[src/rtl/tbf_pkg.sv]
// Shared types, constants and lookup for the tach bar-graph formatter.
// No dependencies; used by every other file in rtl.
`timescale 1ns / 1ps

package tbf_pkg;

    localparam int BAR_CELLS_DEF  = 8;

    localparam int RPM_W          = 16;
    localparam int POS_W          = 6;
    localparam int BYTE_W         = 8;
    localparam int SPEED_W        = 13;   // clamped speed 0..7999
    localparam int SCALE_W        = 7;    // rpm/100, 0..79
    localparam int FULL_W         = 3;    // full blocks, 0..7
    localparam int PART_W         = 3;    // partial remainder, 0..4
    localparam int DIGIT_W        = 4;

    localparam logic [SPEED_W-1:0] RPM_MAX        = 13'd7999;
    // x/100 as (x * 5243) >> 19, exact for x below 8000
    localparam logic [SPEED_W-1:0] RECIP_100      = 13'd5243;
    localparam int                 RECIP_100_SH   = 19;
    localparam logic [POS_W-1:0]   POSITION_LIMIT = 6'd40;
    localparam logic [POS_W-1:0]   POSITION_RST   = 6'd10;

    localparam logic [BYTE_W-1:0]  CMD_SET_CURSOR = 8'h1b;
    localparam logic [BYTE_W-1:0]  CELL_FULL      = 8'h7f;
    localparam logic [BYTE_W-1:0]  CELL_BLANK     = 8'h20;
    localparam logic [BYTE_W-1:0]  DIGIT_ZERO     = 8'h30;

    // Decoded fields of one run, handed from the top level to the byte selector
    typedef struct packed {
        logic               has_cursor;
        logic [FULL_W-1:0]  full;
        logic [PART_W-1:0]  part;
        logic [DIGIT_W-1:0] tens;
        logic [DIGIT_W-1:0] ones;
    } t_run;

    function automatic logic [BYTE_W-1:0] partial_cell(input logic [PART_W-1:0] part);
        logic [BYTE_W-1:0] code;
        unique case (part)
            3'd1:    code = 8'hf0;
            3'd2:    code = 8'hf1;
            3'd3:    code = 8'hf2;
            3'd4:    code = 8'hf3;
            default: code = CELL_BLANK;
        endcase
        return code;
    endfunction

endpackage

[src/rtl/tbf_byte_sel.sv]
// Picks the display byte for a given position within a run.
// Depends on tbf_pkg (t_run, byte constants, partial_cell).
`timescale 1ns / 1ps

module tbf_byte_sel #(
    parameter int BAR_CELLS = tbf_pkg::BAR_CELLS_DEF,
    parameter int IDX_W     = $clog2(BAR_CELLS + 4)
) (
    input  tbf_pkg::t_run                    i_run,
    input  logic [IDX_W-1:0]                 i_idx,
    input  logic [tbf_pkg::POS_W-1:0]        i_pos,
    output logic [tbf_pkg::BYTE_W-1:0]       o_byte,
    output logic                             o_last
);

    logic [IDX_W-1:0] rel;

    // cell/digit index once the cursor bytes are skipped
    assign rel = i_run.has_cursor ? i_idx - IDX_W'(2) : i_idx;

    always_comb begin
        o_last = 1'b0;
        priority if (i_run.has_cursor && i_idx == IDX_W'(0)) begin
            o_byte = tbf_pkg::CMD_SET_CURSOR;
        end else if (i_run.has_cursor && i_idx == IDX_W'(1)) begin
            o_byte = tbf_pkg::BYTE_W'(i_pos);
        end else if (rel < IDX_W'(BAR_CELLS)) begin
            if (rel < IDX_W'(i_run.full)) begin
                o_byte = tbf_pkg::CELL_FULL;
            end else if (rel == IDX_W'(i_run.full)) begin
                o_byte = tbf_pkg::partial_cell(i_run.part);
            end else begin
                o_byte = tbf_pkg::CELL_BLANK;
            end
        end else if (rel == IDX_W'(BAR_CELLS)) begin
            o_byte = tbf_pkg::DIGIT_ZERO + tbf_pkg::BYTE_W'(i_run.tens);
        end else begin
            o_byte = tbf_pkg::DIGIT_ZERO + tbf_pkg::BYTE_W'(i_run.ones);
            o_last = 1'b1;
        end
    end

endmodule

[src/rtl/tach_bargraph_formatter.sv]
// Top level of the tach bar-graph formatter: input stage, run sequencer, output register.
// Depends on tbf_pkg and tbf_byte_sel.
`timescale 1ns / 1ps

// Each accepted rpm beat becomes one run of display bytes, one byte per output
// beat: cursor command and position (only while bar_position is below 40), then
// BAR_CELLS bar cells, then the tens and units digits of rpm/100; o_last marks the
// final byte. With the default BAR_CELLS of 8 a run is 12 beats long (10 when the
// cursor bytes are dropped). The run sequencer feeds the single output byte register
// one byte a cycle while the output is not stalled. An input register holds the next
// speed while the current run plays out, and the next run starts in the cycle after
// the previous final byte, so an unstalled output streams without gaps. An rpm beat
// passes through the input register and the run sequencer to the output register.
// bar_position resets to 10 and should only be written while the block is idle;
// o_cfg_ready is always high.

module tach_bargraph_formatter #(
    parameter int BAR_CELLS = tbf_pkg::BAR_CELLS_DEF
) (
    input  logic                              i_clk,
    input  logic                              i_rst_n,
    // speed input
    input  logic                              i_in_valid,
    output logic                              o_in_stall,
    input  logic signed [tbf_pkg::RPM_W-1:0]  i_rpm,
    // display byte output
    output logic                              o_out_valid,
    input  logic                              i_out_stall,
    output logic [tbf_pkg::BYTE_W-1:0]        o_display_byte,
    output logic                              o_last,
    // bar_position register write
    input  logic                              i_cfg_valid,
    output logic                              o_cfg_ready,
    input  logic [tbf_pkg::POS_W-1:0]         i_cfg_data
);

    localparam int IDX_W  = $clog2(BAR_CELLS + 4);
    localparam int PROD_W = 2 * tbf_pkg::SPEED_W;

    // ---------------------------------------------------------------
    // configuration
    // ---------------------------------------------------------------
    logic [tbf_pkg::POS_W-1:0] r_pos;

    assign o_cfg_ready = 1'b1;

    always_ff @(posedge i_clk) begin
        if (!i_rst_n) begin
            r_pos <= tbf_pkg::POSITION_RST;
        end else if (i_cfg_valid) begin
            r_pos <= i_cfg_data;
        end
    end

    // ---------------------------------------------------------------
    // input stage: clamp, then rpm/100 by reciprocal multiply
    // ---------------------------------------------------------------
    logic [tbf_pkg::SPEED_W-1:0] speed;
    logic [PROD_W-1:0]           speed_prod;
    logic                        in_beat;
    logic                        load;
    logic                        r_in_valid;
    logic [tbf_pkg::SCALE_W-1:0] r_in_scale;

    always_comb begin
        priority if (i_rpm[tbf_pkg::RPM_W-1]) begin
            speed = '0;
        end else if (i_rpm > $signed({3'b000, tbf_pkg::RPM_MAX})) begin
            speed = tbf_pkg::RPM_MAX;
        end else begin
            speed = i_rpm[tbf_pkg::SPEED_W-1:0];
        end
    end

    assign speed_prod = speed * tbf_pkg::RECIP_100;

    // holding register is free when empty or handing over this cycle
    assign o_in_stall = r_in_valid && !load;
    assign in_beat    = i_in_valid && !o_in_stall;

    always_ff @(posedge i_clk) begin
        if (!i_rst_n) begin
            r_in_valid <= 1'b0;
        end else if (in_beat) begin
            r_in_valid <= 1'b1;
        end else if (load) begin
            r_in_valid <= 1'b0;
        end
    end

    always_ff @(posedge i_clk) begin
        if (in_beat) begin
            r_in_scale <= speed_prod[tbf_pkg::RECIP_100_SH +: tbf_pkg::SCALE_W];
        end
    end

    // ---------------------------------------------------------------
    // run decode: bar = scale/2, full = bar/5, digits = scale/10
    // ---------------------------------------------------------------
    logic [5:0]  bar;
    logic [9:0]  bar_prod;     // bar * 13, >> 6 gives bar/5 for bar < 40
    logic [14:0] tens_prod;    // scale * 205, >> 11 gives scale/10 for scale < 80
    tbf_pkg::t_run n_run;

    assign bar       = r_in_scale[tbf_pkg::SCALE_W-1:1];
    assign bar_prod  = bar * 4'd13;
    assign tens_prod = r_in_scale * 8'd205;

    always_comb begin
        n_run.has_cursor = r_pos < tbf_pkg::POSITION_LIMIT;
        n_run.full       = bar_prod[6 +: tbf_pkg::FULL_W];
        n_run.part       = tbf_pkg::PART_W'(bar - 6'(n_run.full) * 6'd5);
        n_run.tens       = tens_prod[11 +: tbf_pkg::DIGIT_W];
        n_run.ones       = tbf_pkg::DIGIT_W'(r_in_scale - 7'(n_run.tens) * 7'd10);
    end

    // ---------------------------------------------------------------
    // run sequencer
    // ---------------------------------------------------------------
    tbf_pkg::t_run                r_run;
    logic                         r_busy;
    logic [IDX_W-1:0]             r_idx;
    logic                         out_adv;
    logic                         emit;
    logic [tbf_pkg::BYTE_W-1:0]   sel_byte;
    logic                         sel_last;

    tbf_byte_sel #(
        .BAR_CELLS (BAR_CELLS),
        .IDX_W     (IDX_W)
    ) u_byte_sel (
        .i_run  (r_run),
        .i_idx  (r_idx),
        .i_pos  (r_pos),
        .o_byte (sel_byte),
        .o_last (sel_last)
    );

    assign out_adv = !o_out_valid || !i_out_stall;
    assign emit    = r_busy && out_adv;
    // next run starts straight after the previous final byte
    assign load    = r_in_valid && (!r_busy || (emit && sel_last));

    always_ff @(posedge i_clk) begin
        if (!i_rst_n) begin
            r_busy <= 1'b0;
            r_idx  <= '0;
        end else if (load) begin
            r_busy <= 1'b1;
            r_idx  <= '0;
        end else if (emit) begin
            r_busy <= !sel_last;
            r_idx  <= r_idx + IDX_W'(1);
        end
    end

    always_ff @(posedge i_clk) begin
        if (load) begin
            r_run <= n_run;
        end
    end

    // ---------------------------------------------------------------
    // output register
    // ---------------------------------------------------------------
    logic                       r_out_valid;
    logic [tbf_pkg::BYTE_W-1:0] r_out_byte;
    logic                       r_out_last;

    always_ff @(posedge i_clk) begin
        if (!i_rst_n) begin
            r_out_valid <= 1'b0;
        end else if (out_adv) begin
            r_out_valid <= r_busy;
        end
    end

    always_ff @(posedge i_clk) begin
        if (emit) begin
            r_out_byte <= sel_byte;
            r_out_last <= sel_last;
        end
    end

    assign o_out_valid    = r_out_valid;
    assign o_display_byte = r_out_byte;
    assign o_last         = r_out_last;

endmodule

[config.mk]
export PLATFORM = sky130hd
export DESIGN_NAME = tach_bargraph_formatter
export DESIGN_NICKNAME = d
export VERILOG_FILES = /design/src/rtl/tbf_pkg.sv /design/src/rtl/tbf_byte_sel.sv /design/src/rtl/tach_bargraph_formatter.sv
export SDC_FILE = /design/constraint.sdc
export NUM_CORES = 1
export LEC_CHECK = 0
export BUFFER_PORTS_ARGS = -buffer_cell sky130_fd_sc_hd__buf_2
export CORE_ASPECT_RATIO = 0.5
export CORE_UTILIZATION = 50
export CTS_CLUSTER_SIZE = 25
export DETAILED_ROUTE_END_ITERATION = 7
export HOLD_SLACK_MARGIN = 0.05
export PLACE_DENSITY = 0.8
export SLEW_MARGIN = 20
export SYNTH_ARGS = -nofsm -noshare
export SYNTH_HDL_FRONTEND = slang
export SYNTH_HIERARCHICAL = 1
export SYNTH_SLANG_ARGS = --single-unit
[constraint.sdc]
create_clock -name i_clk -period 11.97 [get_ports i_clk]
set_input_delay 0.5985 -clock i_clk [delete_from_list [all_inputs] [get_ports i_clk]]
set_output_delay 0.5985 -clock i_clk [all_outputs]
set_load 0.05 [all_outputs]
==> metrics.txt <==
status complete, no violations; yosys warns 6; antenna-violating nets left 0; Residual DRC 0; CP dominant cell by count inv_1; Lkg Pwr 3.58 nW; routed length per instance 14.2 µm; final net count 898; Max-slew headroom 0.510; routed vias/inst 5.25; commonest non-fill, non-tap cell in the layout inv_1; drt pass-1 iters 4; Main synth FF type edfxtp_1; Filler cells 1028; Area Overhead vs Synth 7.80%; syn nets 861; H-tree levels 2; WS Path Type primary input to flop; WHS 500 ps; pin count of the biggest net entering global routing 17; grt ovf 0; Reg2Reg Depth 17; dpl cell area 0.00674 mm²; setup bufs post-CTS 0; CTS buffer count 5; Crit-path slowest cell fa_1; fin area 0.00688 mm²; CP startpoint kind primary input; Max VDD drop 0.122 mV; final setup fails 0; Buffers on Ports 37; proportion of layout cells with a drive suffix above 1 0.0958; achievable frequency 169 MHz; TNS Setup 0 ps; Total Power 1.64 mW; Hold-fix buffers, CTS 0; Mapped Avg Cell Area 10.1 µm²; row cnt 28; worst slew pin tran 732 ps; vias 4372; Critical Path RT 12000 ps; buffer depth of the longest clock path 2; Clock Skew 4.14 ps; Crit path max-delay family adder cells; leading cell types in the layout, fill and taps excluded 136 x inv_1, 135 x ha_1, 69 x fa_1; Final period util 0.493; diode count 0; clock latency at the later pin of the worst-skew pair 280 ps; CP Capture Type flop; hold path depth 2; Slew Viols, Final 0; Tmin final 5900 ps; Initial Util 0.527; setup ws final 6070 ps; ys async rst share 0; Die Y 81.9 µm; num ports 39; initial antenna violation count 0; CP Buf/Inv Count 6; CORE AREA 0.0121 mm²; clock net sink count 44; Clock Tree Root clkbuf_16; Setup WS pre-CTS 5780 ps; Max-cap violations 0; Post-Syn Area 0.00639 mm²; Final GP Congestion 0.856; Worst Path Max Fanout 8; Hold WC Path Type flop to flop; worst stage delay on the critical path 540 ps; cell count after synthesis 630; Cell Chain, Critical Path buf_2 -> nand4_1 -> o21bai_1 -> nor2_1 -> or2_2 -> inv_1 -> ha_1 -> ha_1 -> inv_1 -> fa_1 -> inv_1 -> fa_1 -> inv_1 -> fa_1 -> inv_1 -> ha_1 -> o21ai_1 -> a22oi_1 -> a21oi_1 -> a311oi_2 -> nor4_1 -> a311o_1; RSZ-0062 raised after global routing false; Distinct cells, synth 67; count of state elements after synthesis 44; dpl hpwl 10400 µm; drt initial violations 192; clock-pin slew on the worst setup and hold paths 60 ps; vias in the first global route 4435; first-pass GRT wire length 20300 µm; WL final 11900 µm; die footprint 0.0133 mm²; Crit. path cell count 22; Pwr Density 239 mW/mm²; Hold Vio Cnt, Final 0; CP Data Arrival Time 5930 ps; EDFF count, synth 31; sequential cell area fraction in the yosys report 0.187; GRT Overall Usage 0.192; Resize count post-CTS 0; Die X 162 µm; TritonCTS clock tree built
## area by class of cell
type	instances	area, µm²	area share
Inverter	136	510	0.0742
Multi-Input combinational cell	442	4640	0.674
Tap cell	165	206	0.0300
Clock buffer	5	125	0.0182
Clock inverter	3	18.8	0.00273
Timing Repair Buffer	38	193	0.0280
Sequential cell	44	1190	0.173
## metrics by stage
| step | utilization | instances |
|---|---|---|
| after global routing | 0.568 | 833 |
| after detailed placement | 0.556 | 825 |
| after floorplan | - | 630 |
| after global placement | 0.556 | 825 |
| after CTS | 0.568 | 833 |
| final | 0.568 | 833 |
## path summary, 6_finish.rpt
path,start,end,slack (ps)
hold / removal,r_pos[1],r_pos[1],500
setup reg to reg,r_in_scale[4],r_run[3],7250
hold reg to reg,r_pos[1],r_pos[1],500
setup / recovery,i_rpm[8],r_in_scale[1],6070
## metal layers
layer	global-route usage	up-vias	share of wire
met3	0.0258	13	0.027
met4	0.0434	0	0.012
li1	-	2185	-
met1	0.237	2099	0.47
met2	0.361	75	0.50
met5	0	-	0
## synthesized netlist by cell type (3+ instances only)
| cell | count | area share |
|---|---|---|
| a211oi_1 | 3 | 0.0035 |
| a21o_1 | 10 | 0.012 |
| a21oi_1 | 23 | 0.018 |
| and2_1 | 4 | 0.0039 |
| and3_1 | 3 | 0.0029 |
| clkbuf_1 | 5 | 0.0029 |
| dfxtp_1 | 13 | 0.041 |
| edfxtp_1 | 31 | 0.15 |
| fa_1 | 69 | 0.22 |
| ha_1 | 135 | 0.26 |
| inv_1 | 136 | 0.080 |
| mux2i_1 | 7 | 0.011 |
| nand2_1 | 15 | 0.0088 |
| nand2b_1 | 3 | 0.0029 |
| nand3_1 | 11 | 0.0086 |
| nand4_1 | 5 | 0.0049 |
| nor2_1 | 34 | 0.020 |
| nor2b_1 | 10 | 0.0098 |
| nor3_1 | 7 | 0.0055 |
| nor4_1 | 3 | 0.0029 |
| o21ai_0 | 16 | 0.013 |
| o21ai_1 | 3 | 0.0024 |
| or2_2 | 6 | 0.0059 |
| or3_1 | 3 | 0.0029 |
| xnor2_1 | 17 | 0.023 |
| xor2_1 | 12 | 0.016 |
## registers in the layout (all words and copies together) (netlist names)
register,cells
o_out_valid,1
r_in_scale,7
o_last,1
o_display_byte,8
r_idx,4
r_busy,1
r_run,15
r_in_valid,1
r_pos,6
## logic make-up after synthesis
logic type | share of synthesized area
AO/OA/AOI/OAI | 0.0911
XOR/XNOR | 0.0433
adder cells (fa/ha/maj) | 0.481
buffers and inverters | 0.0870
flip-flops | 0.187
multiplexers | 0.0110
other | 0.000587
AND/OR/NAND/NOR | 0.0997
## worst register-to-register path: cells and delay by family, from the launching register on
family	cells	cell delay [ps]
AO/OA/AOI/OAI	5	990
flip-flops	1	470
adder cells (fa/ha/maj)	7	2470
XOR/XNOR	2	390
buffers and inverters	3	150
## power by group
part	internal (mW)	switching [mW]
clock network	0.0768	0.0546
registers	0.254	0.0280
logic	0.562	0.669
(Power assumes the default switching activity.)
